<file path="src/isc_pkg.sv">
// Shared types and constants for the serial programming command decoder.
// Depends on nothing; the RTL modules refer to it by scoped names, the benches import it.
`timescale 1ns / 1ps

package isc_pkg;

  // Result classes
  localparam logic [3:0] EV_ENABLE    = 4'd0;
  localparam logic [3:0] EV_SIG0      = 4'd1;
  localparam logic [3:0] EV_SIG1      = 4'd2;
  localparam logic [3:0] EV_SIG2      = 4'd3;
  localparam logic [3:0] EV_ERASE     = 4'd4;
  localparam logic [3:0] EV_FUSE      = 4'd5;
  localparam logic [3:0] EV_HFUSE     = 4'd6;
  localparam logic [3:0] EV_EFUSE     = 4'd7;
  localparam logic [3:0] EV_LOCK      = 4'd8;
  localparam logic [3:0] EV_EEPROM    = 4'd9;
  localparam logic [3:0] EV_READ_PROG = 4'd10;
  localparam logic [3:0] EV_LOAD_PAGE = 4'd11;
  localparam logic [3:0] EV_WRITE_PG  = 4'd12;
  localparam logic [3:0] EV_WARNING   = 4'd13;
  localparam logic [3:0] EV_DEVICE    = 4'd14;

  // Warning kinds
  localparam logic [1:0] WARN_NONE    = 2'd0;
  localparam logic [1:0] WARN_REPLY   = 2'd1;
  localparam logic [1:0] WARN_VENDOR  = 2'd2;
  localparam logic [1:0] WARN_UNKNOWN = 2'd3;

  // Vendor classes
  localparam logic [1:0] VND_MAIN    = 2'd0;
  localparam logic [1:0] VND_LOCKED  = 2'd1;
  localparam logic [1:0] VND_UNKNOWN = 2'd2;

  // Command and reply byte codes
  localparam logic [7:0] OP_PROG_EN   = 8'hAC;
  localparam logic [7:0] OP_PROG_EN2  = 8'h53;
  localparam logic [7:0] OP_FUSE_RD   = 8'h50;
  localparam logic [7:0] OP_LOCK_RD   = 8'h58;
  localparam logic [7:0] OP_FUSE_SEL  = 8'h08;
  localparam logic [7:0] OP_SIG_RD    = 8'h30;
  localparam logic [7:0] OP_EE_RD     = 8'hA0;
  localparam logic [7:0] OP_PROG_RDL  = 8'h20;
  localparam logic [7:0] OP_PROG_RDH  = 8'h28;
  localparam logic [7:0] OP_LOAD_L    = 8'h40;
  localparam logic [7:0] OP_LOAD_H    = 8'h48;
  localparam logic [7:0] OP_WRITE_PG  = 8'h4C;
  localparam logic [7:0] BYTE_ZERO    = 8'h00;
  localparam logic [7:0] SIG_IDX1     = 8'h01;
  localparam logic [7:0] SIG_IDX2     = 8'h02;
  localparam logic [7:0] VENDOR_MAIN  = 8'h1E;

  // Device table: family byte and part byte per entry
  localparam int DEV_COUNT = 9;
  localparam logic [3:0] DEV_UNKNOWN = 4'd9;
  localparam logic [7:0] DEV_FAMILY [DEV_COUNT] =
    '{8'h90, 8'h91, 8'h92, 8'h92, 8'h93, 8'h93, 8'h94, 8'hFF, 8'h01};
  localparam logic [7:0] DEV_PART [DEV_COUNT] =
    '{8'h01, 8'h01, 8'h01, 8'h05, 8'h01, 8'h0A, 8'h06, 8'hFF, 8'h02};

  // Find the first table entry that matches both bytes
  function automatic logic [3:0] device_lookup(input logic [7:0] fam, input logic [7:0] part);
    logic [3:0] id;
    id = DEV_UNKNOWN;
    for (int i = DEV_COUNT - 1; i >= 0; i--) begin
      if (DEV_FAMILY[i] == fam && DEV_PART[i] == part) id = 4'(i);
    end
    return id;
  endfunction

  // Extra results that follow the main one
  typedef struct packed {
    logic has_dev;
    logic has_w1;
    logic has_w2;
  } isc_extra_t;

  // Decoded command handed from front to back
  typedef struct packed {
    logic [3:0]  cls;
    logic [1:0]  warn;
    logic [7:0]  data;
    logic [11:0] addr;
    logic        hi;
    logic [1:0]  vendor;
    logic [3:0]  dev_id;
    logic [31:0] cmd_word;
    logic [31:0] reply_word;
    logic [63:0] s0;
    logic [63:0] s1;
    logic [63:0] dev_start;
    isc_extra_t  extra;
  } isc_cmd_t;

  // Queue status seen by both sides
  typedef struct packed {
    logic full;
    logic empty;
  } isc_qstat_t;

  // One result item
  typedef struct packed {
    logic [3:0]  event_class;
    logic [1:0]  warning_kind;
    logic [7:0]  data_value;
    logic [11:0] mem_address;
    logic        high_half;
    logic [1:0]  vendor_class;
    logic [3:0]  device_id;
    logic [31:0] command_word;
    logic [31:0] reply_word;
    logic [63:0] span_start;
    logic [63:0] span_end;
    logic        last_of_run;
  } isc_result_t;

endpackage

</file>
<file path="src/isc_if.sv">
// Valid/ready channel interfaces for byte transfers in and results out.
// Uses no package; payload widths follow the field list of the block.
`timescale 1ns / 1ps

interface isc_in_if;
  logic        valid;
  logic        ready;
  logic [7:0]  host_byte;
  logic [7:0]  target_byte;
  logic [63:0] byte_start_time;
  logic [63:0] byte_end_time;

  modport source (output valid, host_byte, target_byte, byte_start_time, byte_end_time,
                  input ready);
  modport sink (input valid, host_byte, target_byte, byte_start_time, byte_end_time,
                output ready);
endinterface

interface isc_out_if;
  logic        valid;
  logic        ready;
  logic [3:0]  event_class;
  logic [1:0]  warning_kind;
  logic [7:0]  data_value;
  logic [11:0] mem_address;
  logic        high_half;
  logic [1:0]  vendor_class;
  logic [3:0]  device_id;
  logic [31:0] command_word;
  logic [31:0] reply_word;
  logic [63:0] span_start;
  logic [63:0] span_end;
  logic        last_of_run;

  modport source (output valid, event_class, warning_kind, data_value, mem_address,
                  high_half, vendor_class, device_id, command_word, reply_word,
                  span_start, span_end, last_of_run, input ready);
  modport sink (input valid, event_class, warning_kind, data_value, mem_address,
                high_half, vendor_class, device_id, command_word, reply_word,
                span_start, span_end, last_of_run, output ready);
endinterface

</file>
<file path="src/isc_front.sv">
// Front end: gathers four transfers into a command, classifies it, tracks signature state.
// Depends on isc_pkg and the isc_in_if interface.
`timescale 1ns / 1ps

module isc_front (
  input  logic                clk,
  input  logic                rst_n,
  isc_in_if.sink              in_ch,
  input  isc_pkg::isc_qstat_t q_stat,
  output logic                push,
  output isc_pkg::isc_cmd_t   cmd
);

  logic [1:0]  pos_r;
  logic [7:0]  host_r [3];
  logic [7:0]  tgt_r  [3];
  logic [63:0] cmd_start_r;
  logic [63:0] dev_start_r;
  logic [7:0]  echo_r, echo_nxt;
  logic [7:0]  poll1_r, poll1_nxt;
  logic [7:0]  poll2_r, poll2_nxt;
  logic [7:0]  fam_r, fam_nxt;
  logic [63:0] dev_start_nxt;
  logic        accept;
  logic        last_byte;
  logic [7:0]  c0, c1, c2, c3, t0, t1, t2, t3;

  assign last_byte   = (pos_r == 2'd3);
  assign in_ch.ready = !last_byte || !q_stat.full;
  assign accept      = in_ch.valid && in_ch.ready;
  assign push        = accept && last_byte;

  assign c0 = host_r[0];
  assign c1 = host_r[1];
  assign c2 = host_r[2];
  assign c3 = in_ch.host_byte;
  assign t0 = tgt_r[0];
  assign t1 = tgt_r[1];
  assign t2 = tgt_r[2];
  assign t3 = in_ch.target_byte;

  // Classify the command on its fourth transfer
  always_comb begin
    cmd            = '0;
    cmd.s0         = cmd_start_r;
    cmd.s1         = in_ch.byte_end_time;
    cmd.dev_start  = dev_start_r;
    echo_nxt       = echo_r;
    poll1_nxt      = poll1_r;
    poll2_nxt      = poll2_r;
    fam_nxt        = fam_r;
    dev_start_nxt  = dev_start_r;
    if (c0 == isc_pkg::OP_PROG_EN && c1 == isc_pkg::OP_PROG_EN2) begin
      cmd.cls          = isc_pkg::EV_ENABLE;
      cmd.extra.has_w1 = t1 != isc_pkg::OP_PROG_EN || t2 != isc_pkg::OP_PROG_EN2 || t3 != c2;
    end else if (c0 == isc_pkg::OP_PROG_EN && c1[7]) begin
      cmd.cls          = isc_pkg::EV_ERASE;
      cmd.extra.has_w1 = t1 != isc_pkg::OP_PROG_EN || !t2[7] || t3 != c2;
    end else if (c0 == isc_pkg::OP_FUSE_RD && c1 == isc_pkg::BYTE_ZERO &&
                 c2 == isc_pkg::BYTE_ZERO) begin
      cmd.cls  = isc_pkg::EV_FUSE;
      cmd.data = t3;
    end else if (c0 == isc_pkg::OP_LOCK_RD && c1 == isc_pkg::OP_FUSE_SEL &&
                 c2 == isc_pkg::BYTE_ZERO) begin
      cmd.cls  = isc_pkg::EV_HFUSE;
      cmd.data = t3;
    end else if (c0 == isc_pkg::OP_FUSE_RD && c1 == isc_pkg::OP_FUSE_SEL &&
                 c2 == isc_pkg::BYTE_ZERO) begin
      cmd.cls  = isc_pkg::EV_EFUSE;
      cmd.data = t3;
    end else if (c0 == isc_pkg::OP_SIG_RD && c2 == isc_pkg::BYTE_ZERO) begin
      cmd.cls  = isc_pkg::EV_SIG0;
      cmd.data = t3;
      if (t3 == isc_pkg::VENDOR_MAIN)    cmd.vendor = isc_pkg::VND_MAIN;
      else if (t3 == isc_pkg::BYTE_ZERO) cmd.vendor = isc_pkg::VND_LOCKED;
      else                               cmd.vendor = isc_pkg::VND_UNKNOWN;
      cmd.extra.has_w1 = t1 != isc_pkg::OP_SIG_RD || t2 != c1;
      cmd.extra.has_w2 = t3 != isc_pkg::VENDOR_MAIN;
      echo_nxt         = c1;
      poll1_nxt        = c3;
    end else if (c0 == isc_pkg::OP_SIG_RD && c2 == isc_pkg::SIG_IDX1) begin
      cmd.cls          = isc_pkg::EV_SIG1;
      cmd.data         = t3;
      cmd.extra.has_w1 = t1 != isc_pkg::OP_SIG_RD || t2 != c1 || t0 != poll1_r;
      fam_nxt          = t3;
      poll2_nxt        = c3;
      dev_start_nxt    = cmd_start_r;
    end else if (c0 == isc_pkg::OP_SIG_RD && c2 == isc_pkg::SIG_IDX2) begin
      cmd.cls           = isc_pkg::EV_SIG2;
      cmd.data          = t3;
      cmd.dev_id        = isc_pkg::device_lookup(fam_r, t3);
      cmd.extra.has_dev = 1'b1;
      cmd.extra.has_w1  = t1 != isc_pkg::OP_SIG_RD || t2 != echo_r || t0 != poll2_r;
      echo_nxt          = isc_pkg::BYTE_ZERO;
      poll1_nxt         = isc_pkg::BYTE_ZERO;
      poll2_nxt         = isc_pkg::BYTE_ZERO;
    end else if (c0 == isc_pkg::OP_LOCK_RD && c1 == isc_pkg::BYTE_ZERO) begin
      cmd.cls  = isc_pkg::EV_LOCK;
      cmd.data = t3;
    end else if (c0 == isc_pkg::OP_EE_RD && c1[7:6] == 2'b00) begin
      cmd.cls  = isc_pkg::EV_EEPROM;
      cmd.data = t3;
      cmd.addr = {3'b000, c1[0], c2};
    end else if ((c0 == isc_pkg::OP_PROG_RDL || c0 == isc_pkg::OP_PROG_RDH) &&
                 c1[7:4] == 4'h0) begin
      cmd.cls  = isc_pkg::EV_READ_PROG;
      cmd.data = t3;
      cmd.addr = {c1[3:0], c2};
      cmd.hi   = c0[3];
    end else if ((c0 == isc_pkg::OP_LOAD_L || c0 == isc_pkg::OP_LOAD_H) &&
                 c1[7:4] == 4'h0) begin
      cmd.cls  = isc_pkg::EV_LOAD_PAGE;
      cmd.data = c3;
      cmd.addr = {7'b0000000, c2[4:0]};
      cmd.hi   = c0[3];
    end else if (c0 == isc_pkg::OP_WRITE_PG && c1[7:4] == 4'h0) begin
      cmd.cls  = isc_pkg::EV_WRITE_PG;
      cmd.addr = {5'b00000, c1[3:0], c2[7:5]};
    end else begin
      cmd.cls        = isc_pkg::EV_WARNING;
      cmd.warn       = isc_pkg::WARN_UNKNOWN;
      cmd.cmd_word   = {c0, c1, c2, c3};
      cmd.reply_word = {t0, t1, t2, t3};
    end
  end

  // Advance the byte position and commit signature state with the command
  always_ff @(posedge clk) begin
    if (!rst_n) begin
      pos_r       <= 2'd0;
      cmd_start_r <= '0;
      dev_start_r <= '0;
      echo_r      <= '0;
      poll1_r     <= '0;
      poll2_r     <= '0;
      fam_r       <= '0;
    end else if (accept) begin
      pos_r <= pos_r + 2'd1;
      if (pos_r == 2'd0) cmd_start_r <= in_ch.byte_start_time;
      if (last_byte) begin
        dev_start_r <= dev_start_nxt;
        echo_r      <= echo_nxt;
        poll1_r     <= poll1_nxt;
        poll2_r     <= poll2_nxt;
        fam_r       <= fam_nxt;
      end
    end
  end

  // Hold the first three bytes of the command
  always_ff @(posedge clk) begin
    if (accept) begin
      case (pos_r)
        2'd0: begin host_r[0] <= in_ch.host_byte; tgt_r[0] <= in_ch.target_byte; end
        2'd1: begin host_r[1] <= in_ch.host_byte; tgt_r[1] <= in_ch.target_byte; end
        2'd2: begin host_r[2] <= in_ch.host_byte; tgt_r[2] <= in_ch.target_byte; end
        default: ;
      endcase
    end
  end

endmodule

</file>
<file path="src/isc_queue.sv">
// Short queue of decoded commands between front and back.
// Depends on isc_pkg for the command and status types.
`timescale 1ns / 1ps

module isc_queue #(
  parameter int DEPTH = 2
) (
  input  logic                clk,
  input  logic                rst_n,
  input  logic                push,
  input  isc_pkg::isc_cmd_t   din,
  input  logic                pop,
  output isc_pkg::isc_cmd_t   dout,
  output isc_pkg::isc_qstat_t stat
);

  localparam int AW = (DEPTH > 1) ? $clog2(DEPTH) : 1;
  localparam int CW = $clog2(DEPTH + 1);
  localparam logic [AW-1:0] LAST_PTR = AW'(DEPTH - 1);
  localparam logic [CW-1:0] FULL_CNT = CW'(DEPTH);

  isc_pkg::isc_cmd_t slots_r [DEPTH];
  logic [AW-1:0] wr_ptr_r, rd_ptr_r;
  logic [CW-1:0] count_r;

  assign dout       = slots_r[rd_ptr_r];
  assign stat.full  = (count_r == FULL_CNT);
  assign stat.empty = (count_r == '0);

  // Advance pointers and count
  always_ff @(posedge clk) begin
    if (!rst_n) begin
      wr_ptr_r <= '0;
      rd_ptr_r <= '0;
      count_r  <= '0;
    end else begin
      if (push) wr_ptr_r <= (wr_ptr_r == LAST_PTR) ? '0 : wr_ptr_r + 1'b1;
      if (pop)  rd_ptr_r <= (rd_ptr_r == LAST_PTR) ? '0 : rd_ptr_r + 1'b1;
      if (push && !pop)      count_r <= count_r + 1'b1;
      else if (pop && !push) count_r <= count_r - 1'b1;
    end
  end

  // Store the pushed command
  always_ff @(posedge clk) begin
    if (push) slots_r[wr_ptr_r] <= din;
  end

endmodule

</file>
<file path="src/isc_back.sv">
// Back end: expands each queued command into its one to three results.
// Depends on isc_pkg and the isc_out_if interface.
`timescale 1ns / 1ps

module isc_back (
  input  logic                clk,
  input  logic                rst_n,
  input  isc_pkg::isc_cmd_t   head,
  input  isc_pkg::isc_qstat_t q_stat,
  output logic                pop,
  isc_out_if.source           out_ch
);

  isc_pkg::isc_result_t out_r, res;
  logic                 out_valid_r;
  logic                 main_done_r;
  isc_pkg::isc_extra_t  pend_r, rem_after;
  logic                 load;
  logic                 last;

  // Pick the next result of the head command
  always_comb begin
    res            = '0;
    res.span_start = head.s0;
    res.span_end   = head.s1;
    rem_after      = pend_r;
    if (!main_done_r) begin
      res.event_class  = head.cls;
      res.warning_kind = head.warn;
      res.data_value   = head.data;
      res.mem_address  = head.addr;
      res.high_half    = head.hi;
      res.vendor_class = head.vendor;
      res.command_word = head.cmd_word;
      res.reply_word   = head.reply_word;
      rem_after        = head.extra;
    end else if (pend_r.has_dev) begin
      res.event_class  = isc_pkg::EV_DEVICE;
      res.device_id    = head.dev_id;
      res.span_start   = head.dev_start;
      rem_after.has_dev = 1'b0;
    end else if (pend_r.has_w1) begin
      res.event_class  = isc_pkg::EV_WARNING;
      res.warning_kind = isc_pkg::WARN_REPLY;
      rem_after.has_w1 = 1'b0;
    end else begin
      res.event_class  = isc_pkg::EV_WARNING;
      res.warning_kind = isc_pkg::WARN_VENDOR;
      rem_after        = '0;
    end
    last            = (rem_after == '0);
    res.last_of_run = last;
  end

  assign load = !q_stat.empty && (!out_valid_r || out_ch.ready);
  assign pop  = load && last;

  // Load the output register and step through the command
  always_ff @(posedge clk) begin
    if (!rst_n) begin
      out_valid_r <= 1'b0;
      main_done_r <= 1'b0;
      pend_r      <= '0;
    end else begin
      if (load) begin
        out_valid_r <= 1'b1;
        main_done_r <= !last;
        pend_r      <= rem_after;
      end else if (out_ch.ready) begin
        out_valid_r <= 1'b0;
      end
    end
  end

  always_ff @(posedge clk) begin
    if (load) out_r <= res;
  end

  assign out_ch.valid        = out_valid_r;
  assign out_ch.event_class  = out_r.event_class;
  assign out_ch.warning_kind = out_r.warning_kind;
  assign out_ch.data_value   = out_r.data_value;
  assign out_ch.mem_address  = out_r.mem_address;
  assign out_ch.high_half    = out_r.high_half;
  assign out_ch.vendor_class = out_r.vendor_class;
  assign out_ch.device_id    = out_r.device_id;
  assign out_ch.command_word = out_r.command_word;
  assign out_ch.reply_word   = out_r.reply_word;
  assign out_ch.span_start   = out_r.span_start;
  assign out_ch.span_end     = out_r.span_end;
  assign out_ch.last_of_run  = out_r.last_of_run;

endmodule

</file>
<file path="src/isp_spi_command_decoder_top.sv">
// Serial programming command decoder, top level: front, command queue, back.
// Depends on isc_pkg, the channel interfaces, isc_front, isc_queue and isc_back.
//
// Usage:
//   in_ch carries one SPI byte transfer per item: host byte, target byte and the
//   start and end sample times. Four transfers form one command.
//   out_ch carries the results: one to three per command, last_of_run set on the
//   final one. The first three transfers of a command produce nothing.
// Timing:
//   A transfer is taken every cycle while in_ch.ready is high. The fourth transfer of a
//   command writes a decoded entry into the queue, and the back then loads its first
//   result into the output register. The output register is the only stage between queue
//   and receiver, so results leave at one per cycle while the receiver holds ready high.
// Stalls:
//   When the receiver holds ready low, the back holds its result and the queue
//   fills; the front keeps taking the first three transfers of the next command
//   and holds off the fourth only while the queue is full.
// Reset:
//   Synchronous, active low; clears byte position, signature state, queue and
//   output valid. No clearing pass is needed.
`timescale 1ns / 1ps

module isp_spi_command_decoder_top #(
  parameter int QUEUE_DEPTH = 2
) (
  input  logic      clk,
  input  logic      rst_n,
  isc_in_if.sink    in_ch,
  isc_out_if.source out_ch
);

  isc_pkg::isc_cmd_t   push_cmd, head_cmd;
  isc_pkg::isc_qstat_t q_stat;
  logic                push, pop;

  isc_front u_front (
    .clk    (clk),
    .rst_n  (rst_n),
    .in_ch  (in_ch),
    .q_stat (q_stat),
    .push   (push),
    .cmd    (push_cmd)
  );

  isc_queue #(.DEPTH(QUEUE_DEPTH)) u_queue (
    .clk   (clk),
    .rst_n (rst_n),
    .push  (push),
    .din   (push_cmd),
    .pop   (pop),
    .dout  (head_cmd),
    .stat  (q_stat)
  );

  isc_back u_back (
    .clk    (clk),
    .rst_n  (rst_n),
    .head   (head_cmd),
    .q_stat (q_stat),
    .pop    (pop),
    .out_ch (out_ch)
  );

`ifndef SYNTHESIS
  // Never write a full queue unless it is also popped
  a_no_overflow: assert property (@(posedge clk) disable iff (!rst_n)
    push |-> !q_stat.full || pop)
    else $error("command queue overflow");

  // Never read an empty queue
  a_no_underflow: assert property (@(posedge clk) disable iff (!rst_n)
    pop |-> !q_stat.empty)
    else $error("command queue underflow");

  // A taken result that is not the last of its command is followed at once
  a_run_continues: assert property (@(posedge clk) disable iff (!rst_n)
    out_ch.valid && out_ch.ready && !out_ch.last_of_run |=> out_ch.valid)
    else $error("result run broken");
`endif

endmodule

</file>
<file path="src/flat_wrapper.sv">
// flat-port wrapper written by rule: the top's interface ports become plain ports
module isp_spi_command_decoder_top_flat 
#(
  parameter int QUEUE_DEPTH = 2
)
  (clk, rst_n, in_ch_valid, in_ch_host_byte, in_ch_target_byte, in_ch_byte_start_time, in_ch_byte_end_time, in_ch_ready, out_ch_valid, out_ch_event_class, out_ch_warning_kind, out_ch_data_value, out_ch_mem_address, out_ch_high_half, out_ch_vendor_class, out_ch_device_id, out_ch_command_word, out_ch_reply_word, out_ch_span_start, out_ch_span_end, out_ch_last_of_run, out_ch_ready);
  isc_in_if in_ch_i ();
  isc_out_if out_ch_i ();
  input  logic clk;
  input  logic rst_n;
  input wire logic [$bits(in_ch_i.valid)-1:0] in_ch_valid;
  input wire logic [$bits(in_ch_i.host_byte)-1:0] in_ch_host_byte;
  input wire logic [$bits(in_ch_i.target_byte)-1:0] in_ch_target_byte;
  input wire logic [$bits(in_ch_i.byte_start_time)-1:0] in_ch_byte_start_time;
  input wire logic [$bits(in_ch_i.byte_end_time)-1:0] in_ch_byte_end_time;
  output wire logic [$bits(in_ch_i.ready)-1:0] in_ch_ready;
  output wire logic [$bits(out_ch_i.valid)-1:0] out_ch_valid;
  output wire logic [$bits(out_ch_i.event_class)-1:0] out_ch_event_class;
  output wire logic [$bits(out_ch_i.warning_kind)-1:0] out_ch_warning_kind;
  output wire logic [$bits(out_ch_i.data_value)-1:0] out_ch_data_value;
  output wire logic [$bits(out_ch_i.mem_address)-1:0] out_ch_mem_address;
  output wire logic [$bits(out_ch_i.high_half)-1:0] out_ch_high_half;
  output wire logic [$bits(out_ch_i.vendor_class)-1:0] out_ch_vendor_class;
  output wire logic [$bits(out_ch_i.device_id)-1:0] out_ch_device_id;
  output wire logic [$bits(out_ch_i.command_word)-1:0] out_ch_command_word;
  output wire logic [$bits(out_ch_i.reply_word)-1:0] out_ch_reply_word;
  output wire logic [$bits(out_ch_i.span_start)-1:0] out_ch_span_start;
  output wire logic [$bits(out_ch_i.span_end)-1:0] out_ch_span_end;
  output wire logic [$bits(out_ch_i.last_of_run)-1:0] out_ch_last_of_run;
  input wire logic [$bits(out_ch_i.ready)-1:0] out_ch_ready;
  assign in_ch_i.valid = in_ch_valid;
  assign in_ch_i.host_byte = in_ch_host_byte;
  assign in_ch_i.target_byte = in_ch_target_byte;
  assign in_ch_i.byte_start_time = in_ch_byte_start_time;
  assign in_ch_i.byte_end_time = in_ch_byte_end_time;
  assign in_ch_ready = in_ch_i.ready;
  assign out_ch_valid = out_ch_i.valid;
  assign out_ch_event_class = out_ch_i.event_class;
  assign out_ch_warning_kind = out_ch_i.warning_kind;
  assign out_ch_data_value = out_ch_i.data_value;
  assign out_ch_mem_address = out_ch_i.mem_address;
  assign out_ch_high_half = out_ch_i.high_half;
  assign out_ch_vendor_class = out_ch_i.vendor_class;
  assign out_ch_device_id = out_ch_i.device_id;
  assign out_ch_command_word = out_ch_i.command_word;
  assign out_ch_reply_word = out_ch_i.reply_word;
  assign out_ch_span_start = out_ch_i.span_start;
  assign out_ch_span_end = out_ch_i.span_end;
  assign out_ch_last_of_run = out_ch_i.last_of_run;
  assign out_ch_i.ready = out_ch_ready;
  isp_spi_command_decoder_top #(.QUEUE_DEPTH(QUEUE_DEPTH)) u_core (.clk(clk), .rst_n(rst_n), .in_ch(in_ch_i), .out_ch(out_ch_i));
endmodule
</file>
<file path="config.mk">
export PLATFORM = sky130hd
export DESIGN_NAME = isp_spi_command_decoder_top_flat
export DESIGN_NICKNAME = d
export VERILOG_FILES = /design/src/isc_pkg.sv /design/src/isc_if.sv /design/src/isc_front.sv /design/src/isc_queue.sv /design/src/isc_back.sv /design/src/isp_spi_command_decoder_top.sv /design/src/flat_wrapper.sv
export SDC_FILE = /design/constraint.sdc
export NUM_CORES = 1
export LEC_CHECK = 0
export BUFFER_PORTS_ARGS = -buffer_cell sky130_fd_sc_hd__buf_2
export CORE_MARGIN = 4
export CORE_UTILIZATION = 30
export CTS_CLUSTER_DIAMETER = 150
export DETAILED_ROUTE_END_ITERATION = 12
export GPL_ROUTABILITY_DRIVEN = 0
export SLEW_MARGIN = 5
export SYNTH_ARGS = -nofsm -noshare
export SYNTH_HDL_FRONTEND = slang
export SYNTH_SLANG_ARGS = --single-unit
</file>
<file path="constraint.sdc">
create_clock -name clk -period 19.5 [get_ports clk]
set_clock_uncertainty 0.15 [all_clocks]
set_input_delay 3.9 -clock clk [delete_from_list [all_inputs] [get_ports clk]]
set_output_delay 3.9 -clock clk [all_outputs]
set_load 0.005 [all_outputs]
</file>
-- After elaboration in Yosys (flattened, before gate mapping)
Memories as Yosys holds them, arrays and structs flattened. A register that Yosys moved wholly into a read port is not among the register bits.
Index checks and enable logic that the tools add are counted.
- register bits: 397
- latch bits: 0
- bits in writable memories: 632
- memory bits (read-only): 0
- input port bits: 148
- output and inout bits: 228
- logic and storage cells: 283
- memories: 3
- add/sub/neg operators: 5
- multiply operators: 0
- divide/modulo/power cells: 0
- magnitude comparators: 0
- eq/ne operators: 42
- shift operators: 0
- mux-type cells: 128
- bitwise gates (word level): 6
- reduce and logical (&&, ||, !) cells: 72
- memory list (memory ; depth ; width ; rd ports ; clocked after Yosys merged registers in ; wr ports ; RTL line ; RTL):
    u_core.u_queue.slots_r ; 2 ; 292 ; 1 ; 1 ; 1 ; isc_queue.sv:22 ; isc_pkg::isc_cmd_t slots_r [DEPTH];
    u_core.u_front.host_r ; 3 ; 8 ; 3 ; 0 ; 1 ; isc_front.sv:15 ; logic [7:0] host_r [3];
    u_core.u_front.tgt_r ; 3 ; 8 ; 3 ; 0 ; 1 ; isc_front.sv:16 ; logic [7:0] tgt_r [3];
- operator list (kind ; number):
    64-bit two-way mux ; 8
    83-bit two-way mux ; 3
    93-bit two-way mux ; 2
    68-bit two-way mux ; 2
    8-bit two-way mux ; 17
    4-bit two-way mux ; 17
    8-bit == test (first input constant) ; 7
    13-bit two-way mux ; 4
    2-bit two-way mux ; 25
    8-bit by 7-bit == test with 1-bit output (second input constant) ; 6
    8-bit inequality test ; 5
    1-bit two-way mux ; 37
    8-bit OR reduction ; 4
    1-bit logical AND ; 31
    9-bit AND reduction ; 3
    8-bit by 6-bit == test with 1-bit output (second input constant) ; 3
    8-bit logical NOT ; 3
    3-bit two-way mux ; 8
    21-bit two-way mux ; 1
    20-bit two-way mux ; 1
    1-bit by 8-bit == test with 1-bit output (first input constant) ; 2
    3-bit by 8-bit == test with 1-bit output (first input constant) ; 2
    8-bit == test (second input constant) ; 2
    7-bit two-way mux ; 2
    25 further kinds ; 58

-- Depth between registers and ports, before layout
Gate-level depths: netlist of the first run.
- word-level depth: 19
- gate-level depth with buffers: 9
- gate-level depth less buffers: 8

-- Modules after synthesis
Synthesis of the first run repeated with hierarchy kept, for this count alone.
- cells, all modules: 2487
- area total of the unflattened synthesis: 39928.3 µm²
- modules (own cells, without submodules) (module ; instances ; cells an instance ; area an instance (µm²) ; seq. area each (µm²)):
    isc_queue ; 1 ; 930 ; 21395.5 ; 17636.9
    isc_front ; 1 ; 1116 ; 9882.0 ; 4684.5
    isc_back ; 1 ; 441 ; 8650.8 ; 6886.6

-- Least setup slack after synthesis of the first run
Ideal clock, no wire load.
- path kind: input -> register
- from: input port in_ch_valid
- to: memory u_core.u_queue.slots_r[0][0] (netlist name), enable pin
- library setup time: 0.950 ns
- arrival: 16.131 ns
- setup slack: 2.268 ns
- stages: 2
- path buffers: 0
- cell sequence: nand3_1 nor2_1
- cells in the longest elaborated chain, start to end: 4
- RTL lines (element ; RTL line ; RTL):
    from (decl) ; flat_wrapper.sv:11 ; input wire logic [$bits(in_ch_i.valid)-1:0] in_ch_valid;
    1-bit logical AND ; isc_front.sv:30 ; assign accept = in_ch.valid && in_ch.ready;
    1-bit logical AND ; isc_front.sv:31 ; assign push = accept && last_byte;
    1-bit two-way mux ; isc_queue.sv:46 ; if (push) slots_r[wr_ptr_r] <= din;
    1-bit two-way mux (implied by the code) ; isc_queue.sv:46 ;
    to (decl) ; isc_queue.sv:22 ;
No other way between the ends.

-- Worst setup path in the final report of the first run
- from: input port in_ch_valid
- to: memory u_core.u_queue.slots_r[0][128] (netlist name), enable pin
The elaborated chain is that of the path after synthesis.

==> results of run 1 <==
## Yosys cell counts, types with 2 or more instances
master    number
a211o_1        2
a211oi_1       2
a21oi_1      154
a22o_1        31
a22oi_1        2
a31o_2         2
and2_1        61
and2_4        10
and3_1         8
buf_1         19
buf_2          9
buf_6          2
clkbuf_1      84
dfxtp_1      172
edfxtp_1     856
ha_1           5
inv_1          6
mux2_2        65
mux2i_1       97
mux4_2        64
nand2_1      302
nand2b_1       4
nand3_1       16
nand3b_1       3
nand4_1       13
nor2_1       121
nor2b_1        8
nor3_1        12
nor3b_1        5
nor4_1        11
nor4_2         2
nor4b_1        6
nor4bb_1       3
o211a_1        3
o21a_1         3
o21ai_0       10
or3_1          3
or4_1          2
xnor2_1       32
xor2_1        13
## layout make-up
type,count,area (um2)
well taps,1637,2050
clock buffers,144,2960
diodes,4,10.0
multi-input cells,1091,7670
fillers,11700,79000
flip-flops and latches,1028,29200
clock inverters,52,552
repair buffers,402,2080
inverters,6,28.8
## cells in the final DEF, fill, tap and decap left out, types with 8 or more instances in the layout
master / instances
nor3_1: 12
buf_2: 375
clkinv_2: 10
a21oi_1: 154
buf_4: 27
clkbuf_16: 107
mux4_2: 64
nand2_1: 299
a22o_1: 31
xor2_1: 13
dfxtp_1: 170
and2_4: 12
clkbuf_1: 23
nand4_1: 13
mux2_2: 65
mux2i_1: 97
nor2b_1: 8
nand3_1: 16
clkbuf_8: 14
and2_1: 59
clkinv_1: 20
nor4_1: 11
xnor2_1: 32
and3_1: 8
edfxtp_1: 856
o21ai_0: 10
nor2_1: 119
## worst max-delay path: cells and delay by family
kind | cells | cell delay, ns
buf+inv | 3 | 1.74
simple gates | 2 | 1.21
## stage by stage
step                hold WS [ns]  utilization  power, mW  cell area, um2  setup WS, ns
detailed placement         0.285        0.332       2.60           41000         11.86
floorplan                  0.275            -       2.53           37200          2.27
global route               0.300        0.360       4.72           44500         12.49
CTS                        0.278        0.360       4.61           44500         12.64
finish                     0.287        0.360       4.55           44500         12.71
global placement           0.282        0.332       2.59           41000         11.91
## flip-flops by register name (all words and copies together) (netlist names), 2 cells and up, named ones only
signal	flops
u_core.u_front.host_r	24
u_core.u_back.pend_r	3
u_core.u_front.fam_r	8
u_core.u_back.out_ch.reply_word	32
u_core.u_back.out_ch.warning_kind	2
u_core.u_front.dev_start_r	64
u_core.u_front.poll2_r	8
u_core.u_queue.slots_r	582
u_core.u_front.echo_r	8
u_core.u_front.pos_r	2
u_core.u_back.out_ch.data_value	8
u_core.u_front.tgt_r	24
u_core.u_back.out_ch.device_id	4
u_core.u_back.out_ch.event_class	4
u_core.u_back.out_ch.mem_address	12
u_core.u_front.cmd_start_r	64
u_core.u_back.out_ch.vendor_class	2
u_core.u_front.poll1_r	8
u_core.u_back.out_ch.span_end	64
u_core.u_back.out_ch.span_start	64
u_core.u_back.out_ch.command_word	32
u_core.u_queue.count_r	2
## power by group
group,leakage (nW),switching (mW),internal (mW)
sequential,9.18,0.0241,2.40
combinational,3.85,0.0800,0.0391
clock,1.69,0.849,1.15
total,14.7,0.953,3.59
## layer usage
metal / global-route usage / share of wire / vias up
li1: - / - / 9178
met1: 0.177 / 0.43 / 10000
met2: 0.220 / 0.48 / 554
met3: 0.0307 / 0.060 / 132
met4: 0.0441 / 0.025 / 0
met5: 0 / 0 / -
## worst min-delay path by stage
stage | slack [ns] | startpoint | end
4_1_cts | 0.28 | u_core.u_front.dev_start_r[16]$_SDFFE_PN0P_ | u_core.u_queue.slots_r[1][19]$_DFFE_PP_
2_1_floorplan | 0.28 | u_core.u_front.dev_start_r[7]$_SDFFE_PN0P_ | u_core.u_queue.slots_r[0][10]$_DFFE_PP_
3_3_place_gp | 0.28 | u_core.u_front.dev_start_r[39]$_SDFFE_PN0P_ | u_core.u_queue.slots_r[1][42]$_DFFE_PP_
6_report | 0.29 | u_core.u_front.dev_start_r[32]$_SDFFE_PN0P_ | u_core.u_queue.slots_r[1][35]$_DFFE_PP_
5_1_grt | 0.30 | u_core.u_front.dev_start_r[16]$_SDFFE_PN0P_ | u_core.u_queue.slots_r[1][19]$_DFFE_PP_
3_5_place_dp | 0.29 | u_core.u_front.dev_start_r[40]$_SDFFE_PN0P_ | u_core.u_queue.slots_r[0][43]$_DFFE_PP_
## cell families (layout without fill, tap and decap cells)
logic type               after synthesis  in the layout
multiplexers                         226            226
AO/OA/AOI/OAI                        217            217
other                                  0              4
XOR/XNOR                              45             45
flip-flops                          1028           1028
buffers and inverters                120            604
AND/OR/NAND/NOR                      598            598
adder cells (fa/ha/maj)                5              5
==> results.py, run 1 <==
metrics = {
    "synthesis": {
        "muxShareOfSynthArea": 0.0844,
        "synth_edf_count": 856,
        "syn_avg_cell_area_um2": 16.6,
        "synth_warnings": 0,
        "synthSimpleGateAreaFrac": 0.0737,
        "synth.net_count": 2392,
        "yosys.cell_types.count": 56,
        "netlist.area_leader.share": 0.690,
        "synth_compound_area_frac": 0.0342,
        "yosys-top-cells-area": "edfxtp_1 69%, dfxtp_1 9.2%, mux4_2 3.9%",
        "synth.largest_area_cell": "edfxtp_1",
        "synth_adder_area_share": 0.00168,
        "synth_top_family_by_area": "multiplexers",
        "synth_xor_area_frac": 0.0106,
        "ys_seq_area_frac": 0.783,
        "synth-async-reset-ratio": 0,
        "ys.flop_type": "edfxtp_1",
        "ys_ff_latch": 1028,
        "syn-cell-area_um2": 37200,
        "synthCells": 2239,
    },
    "die": {
        "initial_utilization": 0.302,
        "die_w_um": 360,
        "io_pins": 376,
        "fp.dieH_um": 360,
        "dieArea_um2": 130000,
        "core-area_um2": 123000,
        "rows": 129,
    },
    "power": {
        "ir_drop_v": 0.0000772,
        "p_per_area_nw_per_um2": 102,
        "leakagePower_nw": 14.7,
    },
    "sta": {
        "setup_tns_ns": 0,
        "min_period_over_period": 0.348,
        "grt_setup_unrepaired": "false",
        "maxSlewHeadroom": 0.175,
        "hold_viol_final": 0,
        "finalSetupViolations": 0,
        "worstMarginPinSlew_ns": 1.23,
        "slew_violations": 0,
        "finalCriticalPeriod_ns": 6.79,
        "fmax_ghz": 0.147,
    },
    "setup_path": {
        "cp_max_fo": 74,
        "crit_type": "in2reg",
        "required_ns": 19.64,
        "critPathCapture": "u_core.u_queue.slots_r[0][128]$_DFFE_PP_",
        "worstSetupEndpointType": "register",
        "arrival_ns": 6.93,
        "cpMostUsedCell": "buf_4",
        "startpoint": "in_ch_valid",
        "path_cells": "buf_2 > nand3_1 > nor2_4 > buf_4 > buf_4",
        "reg2reg_from": "u_core.u_front.pos_r[0]$_SDFFE_PN0P_",
        "cp-start-kind": "input pin",
        "slowest_stage": "nor2_4",
        "max_stage_delay_ns": 0.97,
        "worst_r2r_endpoint": "u_core.u_queue.slots_r[0][128]$_DFFE_PP_",
        "r2r_slack_ns": 15.40,
        "reg2regPathDepth": 5,
    },
    "final_layout": {
        "nets": 2787,
        "area_growth_syn_to_layout_pct": 19.5,
        "final_layout_size_suffix_gt1_frac": 0.263,
        "fin_cells": 4364,
    },
    "grt": {
        "grt.total_usage": 0.134,
        "grt_max_degree": 85,
        "grt_pass1_wl_um": 132000,
        "globalRouteOverflowTotal": 0,
        "grt_pass1_vias": 20300,
        "antenna_found_initial": 7,
    },
    "clock_tree": {
        "cts_buffers": 105,
        "clkTransAtPathRegs_ns": 0.06,
        "clock_path_buffers": 3,
        "clock-sinks": 1028,
        "h-tree-depth": 3,
        "clock_latency_ns": 0.72,
        "cts_resized": 0,
        "cts_tree": "yes",
        "post_cts_buffers": 0,
        "cts_root_buffer": "clkbuf_16",
        "holdBufCountCts": 0,
    },
    "route": {
        "first_iter_violations": 1577,
        "wire_per_inst_um": 20.4,
        "vias": 19900,
        "first_pass_iters": 7,
        "postRouteAntennaNets": 0,
        "routed_wl_um": 88900,
        "drt-vias-per-instance": 4.56,
        "drc": 0,
    },
    "placed_design": {
        "io_buffers": 375,
        "dpl.cell_count": 4164,
        "hpwlAfterDp_um": 54000,
    },
    "hold_path": {
        "hold_path_class": "reg2reg",
        "hold_depth": 0,
    },
    "status": {
        "outcome": "finished clean",
    },
    "flow_run": {
        "max_cap_violations": 0,
    },
}
Power figures use the tool's default switching activity.
==> run 2: changes to the inputs <==
ABC_AREA = 1   (was default)
clock period = 5.5 ns   (was 19.5 ns; I/O delays follow)
==> run 2 against run 1 <==
Against the previous run: synthesized area increased by 2.3%; highest routed layer unchanged; setup slack got worse by 11 ns; wire length increased by 9.1%; clock power increased to 3.6 times the previous value.
==> results.py, run 2 <==
metrics = {
    "synthesis": {
        "synth_warnings": 0,
        "ys_seq_area_frac": 0.765,
        "netlist.area_leader.share": 0.675,
        "ys.flop_type": "edfxtp_1",
        "ys_ff_latch": 1028,
        "yosysMostFrequentCell": "edfxtp_1",
        "syn-cell-area_um2": 38100,
        "synth-async-reset-ratio": 0,
        "synthTopCellsByCount": "856 x edfxtp_1, 436 x nor2_1, 419 x nand2_1, 358 x o21ai_0, 174 x inv_1",
        "syn_avg_cell_area_um2": 12.7,
        "yosys.cell_types.count": 39,
        "synth_edf_count": 856,
        "synth.net_count": 3161,
        "synth.largest_area_cell": "edfxtp_1",
        "yosys-top-cells-area": "edfxtp_1 67%, dfxtp_1 9.0%, o21ai_0 4.7%",
        "synthCells": 3008,
    },
    "grt": {
        "met3_usage": 0.0275,
        "globalRouteOverflowTotal": 0,
        "grt.total_usage": 0.141,
        "grt_pass1_wl_um": 143000,
        "grt_use_met1": 0.192,
        "grt_busiest_layer": "met2",
        "grt_pass1_vias": 22800,
        "grtUsageMet2": 0.227,
        "antenna_found_initial": 11,
        "grt_max_degree": 154,
    },
    "setup_path": {
        "crit_type": "reg2reg",
        "arrival_ns": 3.62,
        "path_cells": "inv_2 > nor2_1 > nand2_1 > nor2_1 > nand3_1 > nand2_1 > nor2_2 > nand3_4 > nor3_1",
        "r2r_slack_ns": 2.09,
        "cp-start-kind": "register",
        "cp_max_fo": 60,
        "cp_num_buf_inv": 1,
        "slowest_stage": "nor3_1",
        "worstSetupEndpointType": "register",
        "reg2reg_from": "u_core.u_front.host_r[0][11]$_DFFE_PP_",
        "required_ns": 5.72,
        "reg2regPathDepth": 9,
        "worst_r2r_endpoint": "u_core.u_queue.slots_r[0][219]$_DFFE_PP_",
        "max_stage_delay_ns": 0.94,
        "crit_family": "simple AND/OR/NAND/NOR gates",
    },
    "sta": {
        "finalCriticalPeriod_ns": 3.41,
        "whs_ns": 0.266,
        "slew_violations": 0,
        "maxSlewHeadroom": 0.327,
        "grt_setup_unrepaired": "false",
        "min_period_over_period": 0.619,
        "finalSetupViolations": 0,
        "setup_ws_ns": 2.09,
        "fmax_ghz": 0.294,
        "setup_tns_ns": 0,
        "hold_viol_final": 0,
        "worstMarginPinSlew_ns": 1.01,
    },
    "clock_tree": {
        "cts_root_buffer": "clkbuf_16",
        "h-tree-depth": 3,
        "cts_buffers": 107,
        "cts_resized": 0,
        "holdBufCountCts": 0,
        "cts_tree": "yes",
        "post_cts_buffers": 0,
        "clkTransAtPathRegs_ns": 0.07,
        "clock-sinks": 1028,
        "clock_path_buffers": 3,
        "clock_latency_ns": 0.73,
    },
    "die": {
        "core-area_um2": 126000,
        "rows": 130,
        "io_pins": 376,
        "die_w_um": 364,
        "initial_utilization": 0.303,
        "dieArea_um2": 133000,
        "fp.dieH_um": 364,
    },
    "placed_design": {
        "io_buffers": 375,
        "dpl.cell_count": 4906,
        "place_area_um2": 41800,
        "place_ws_ns": 2.14,
        "hpwlAfterDp_um": 60100,
    },
    "final_layout": {
        "fin_cells": 5112,
        "layout_common_cells": "856 x edfxtp_1, 432 x nor2_1, 417 x nand2_1",
        "final_core_util": 0.360,
        "largest_register_ffs": 582,
        "area_growth_syn_to_layout_pct": 19.1,
        "largest-register": "u_core.u_queue.slots_r",
        "nets": 3518,
        "design_area_um2": 45400,
        "mostFrequentLayoutCell": "edfxtp_1",
        "final_layout_size_suffix_gt1_frac": 0.180,
    },
    "route": {
        "vias": 23900,
        "drt-vias-per-instance": 4.67,
        "wire_per_inst_um": 19.0,
        "routed_wl_um": 97000,
        "first_iter_violations": 2054,
        "postRouteAntennaNets": 0,
        "first_pass_iters": 5,
        "drc": 0,
    },
    "flow_run": {
        "max_cap_violations": 0,
    },
    "power": {
        "leakagePower_nw": 16.1,
        "total_power_mw": 16.3,
        "ir_drop_v": 0.000252,
        "p_per_area_nw_per_um2": 360,
    },
    "status": {
        "outcome": "finished clean",
    },
    "hold_path": {
        "hold_path_class": "reg2reg",
        "hold_depth": 0,
        "hold_end": "u_core.u_queue.slots_r[1][57]$_DFFE_PP_",
        "hold_start": "u_core.u_front.dev_start_r[54]$_SDFFE_PN0P_",
    },
}
[run 2: changes by cell type after synthesis, moves of 64 or more]
cell	before	now
nor2_1	121	436
mux4_2	64	0
inv_1	6	174
o21ai_0	10	358
mux2_2	65	0
nand2_1	302	419
mux2i_1	97	0
[run 2: logic make-up (layout without fill, tap and decap cells)]
kind of cell | count (synthesis) | in the layout | synth area share
xor gates and xnor gates | 21 | 21 | 0.00483
other | 0 | 4 | 0
adders and majority gates | 5 | 5 | 0.00164
AOI/OAI and AO/OA | 598 | 598 | 0.0821
and+or+nand+nor | 1020 | 1020 | 0.111
DFF | 1028 | 1028 | 0.765
buffers and inverters | 336 | 786 | 0.0350
[run 2: worst max path at each step]
stage                                            from                                        to  slack (ns)  cells after the start
3_5_place_dp                              in_ch_valid  u_core.u_queue.slots_r[0][164]$_DFFE_PP_        2.14                      6
5_1_grt        u_core.u_front.host_r[0][11]$_DFFE_PP_  u_core.u_queue.slots_r[0][219]$_DFFE_PP_        1.97                      9
2_1_floorplan                            out_ch_ready    u_core.u_queue.count_r[1]$_SDFFE_PN0P_       -0.98                      8
3_3_place_gp                              in_ch_valid  u_core.u_queue.slots_r[0][158]$_DFFE_PP_        2.16                      6
4_1_cts        u_core.u_front.host_r[0][11]$_DFFE_PP_  u_core.u_queue.slots_r[0][219]$_DFFE_PP_        2.17                      9
6_report       u_core.u_front.host_r[0][11]$_DFFE_PP_  u_core.u_queue.slots_r[0][219]$_DFFE_PP_        2.09                      9
[run 2: cell type report]
class                      instances  area [um2]
multi-input combinational       1644        7710
tap                             1650        2060
fill                           12100       80500
clock buffer                     140        2900
inverter                         180         689
clock inverter                    62         616
timing repair buffer             404        2220
sequential                      1028       29200
antenna                            4        10.0
[run 2: power by group]
part | internal [mW] | switching, mW | total (mW)
registers | 8.59 | 0.0778 | 8.67
clock network | 4.04 | 3.08 | 7.12
logic | 0.165 | 0.395 | 0.560
[run 2: per-layer routing]
layer	up-vias	wire length (um)
met3	141	6160
met4	0	2670
li1	11300	-
met1	11700	42400
met2	708	45700
met5	-	0
==> run 3: changes to the inputs <==
ABC_AREA = 0   (was 1)
clock period = 3.3 ns   (was 5.5 ns; I/O delays follow)
==> run 3 against run 2 <==
Against the previous run: utilization grew 1.2 points; largest cell class unchanged; via count shrank 14%; largest power group unchanged; fmax grew 15%; global-route usage shrank 0.67 points; critical path type unchanged; clock-buffer cell count is the same; clock power grew 62%.
==> results.py, run 3 (synthesis results as in run 1) <==
metrics = {
    "die": {
        "core-area_um2": 123000,
        "io_pins": 376,
        "dieArea_um2": 130000,
        "initial_utilization": 0.302,
        "fp.dieH_um": 360,
        "die_w_um": 360,
        "rows": 129,
    },
    "setup_path": {
        "r2r_slack_ns": 0.35,
        "startpoint": "u_core.u_front.host_r[0][12]$_DFFE_PP_",
        "cp-start-kind": "register",
        "max_stage_delay_ns": 0.61,
        "reg2reg_from": "u_core.u_front.host_r[0][12]$_DFFE_PP_",
        "slowest_stage": "or4_4",
        "worstSetupEndpointType": "register",
        "cp_max_fo": 41,
        "reg2regPathDepth": 7,
        "arrival_ns": 3.23,
        "worst_r2r_endpoint": "u_core.u_queue.slots_r[1][222]$_DFFE_PP_",
        "required_ns": 3.58,
        "crit_type": "reg2reg",
        "path_cells": "or4_4 > nor3_1 > or4b_4 > nand2_2 > nor4_4 > buf_4 > and2_1",
    },
    "flow_run": {
        "max_cap_violations": 0,
    },
    "sta": {
        "slew_violations": 0,
        "worstMarginPinSlew_ns": 1.29,
        "hold_viol_final": 0,
        "fmax_ghz": 0.339,
        "maxSlewHeadroom": 0.135,
        "min_period_over_period": 0.894,
        "finalSetupViolations": 0,
        "grt_setup_unrepaired": "false",
        "finalCriticalPeriod_ns": 2.95,
    },
    "power": {
        "switching_power_mw": 5.68,
        "total_power_mw": 26.7,
        "comb_power_share": 0.032,
        "leakagePower_nw": 15.3,
        "intPower_mw": 21.0,
        "switching_share": 0.213,
        "p_per_area_nw_per_um2": 581,
        "p_seq_frac": 0.537,
        "p_clk_frac": 0.431,
        "ir_drop_v": 0.000408,
    },
    "final_layout": {
        "largest-register": "u_core.u_queue.slots_r",
        "final_core_util": 0.372,
        "area_growth_syn_to_layout_pct": 23.5,
        "nets": 2928,
        "final_layout_size_suffix_gt1_frac": 0.263,
        "layout_common_cells": "856 x edfxtp_1, 375 x buf_2, 299 x nand2_1",
        "mostFrequentLayoutCell": "edfxtp_1",
        "largest_register_ffs": 582,
        "design_area_um2": 46000,
        "fin_cells": 4502,
    },
    "hold_path": {
        "hold_end": "u_core.u_front.cmd_start_r[40]$_SDFFE_PN0P_",
        "hold_start": "in_ch_byte_start_time[40]",
        "hold_path_class": "in2reg",
        "hold_depth": 3,
    },
    "clock_tree": {
        "cts_resized": 0,
        "cts_buffers": 104,
        "clock-sinks": 1028,
        "clkTransAtPathRegs_ns": 0.06,
        "cts_root_buffer": "clkbuf_16",
        "cts_tree": "yes",
        "clock_path_buffers": 3,
        "clock_latency_ns": 0.71,
        "h-tree-depth": 3,
    },
    "route": {
        "drc": 0,
        "first_iter_violations": 1472,
        "routed_wl_um": 89300,
        "vias": 20600,
        "wire_per_inst_um": 19.8,
        "first_pass_iters": 5,
        "drt-vias-per-instance": 4.57,
        "postRouteAntennaNets": 0,
    },
    "grt": {
        "antenna_found_initial": 3,
        "grt_max_degree": 108,
        "grt_pass1_wl_um": 133000,
        "grt.total_usage": 0.135,
        "grt_pass1_vias": 20900,
        "globalRouteOverflowTotal": 0,
    },
    "placed_design": {
        "hpwlAfterDp_um": 55400,
        "io_buffers": 375,
        "place_area_um2": 41500,
        "dpl.cell_count": 4198,
    },
    "status": {
        "outcome": "finished clean",
    },
}
## run 3: critical path: cells and delay by family (launching register included)
| family | cells | cell delay, ns |
|---|---|---|
| buf+inv | 1 | 0.28 |
| flops | 1 | 0.49 |
| simple gates | 6 | 1.73 |
## run 3: how the worst max path moves through the flow
stage	end	slack [ns]
floorplan	u_core.u_queue.slots_r[0][0]$_DFFE_PP_	-2.36
finish	u_core.u_queue.slots_r[1][222]$_DFFE_PP_	0.35
CTS	u_core.u_queue.slots_r[1][210]$_DFFE_PP_	0.40
global route	u_core.u_front.dev_start_r[18]$_SDFFE_PN0P_	0.26
global placement	u_core.u_queue.slots_r[0][227]$_DFFE_PP_	0.44
detailed placement	u_core.u_queue.slots_r[1][210]$_DFFE_PP_	0.41
## run 3: power by group through the flow
stage	clock network, mW	logic, mW	registers (mW)
4_1_cts	11.9	0.874	14.3
5_1_grt	12.5	0.934	14.3
6_report	11.5	0.852	14.3
3_5_place_dp	0	0.763	14.6
3_3_place_gp	0	0.751	14.6
2_1_floorplan	0	0.348	14.6
## run 3: routing by layer
metal  global-route usage  wire length, um
met4               0.0600             3350
met1                0.175            37800
met2                0.215            42200
met5                    0                8
met3               0.0340             6040
## run 3: timing repair
item	in CTS	in global routing
endpoints found under the hold margin	172	0
buffers inserted	0	0
hold buffers	108	0
## run 3: area by class of cell
type                    count  area, um2
inverters                   6       28.8
multi-input cells        1091       7690
diodes                      1       2.50
clock inverters            55        500
clock buffers             140       2880
fillers                 11500      77500
flip-flops and latches   1028      29200
repair buffers            544       3680
well taps                1637       2050
## run 3: stage by stage
step           worst slack, ns  setup TNS [ns]  hold WS, ns
2_1_floorplan            -2.36        -1081.60        0.275
3_3_place_gp             0.438               0        0.282
3_5_place_dp             0.409               0        0.288
4_1_cts                  0.399               0     0.000526
5_1_grt                  0.257               0       0.0295
6_report                 0.351               0       0.0789
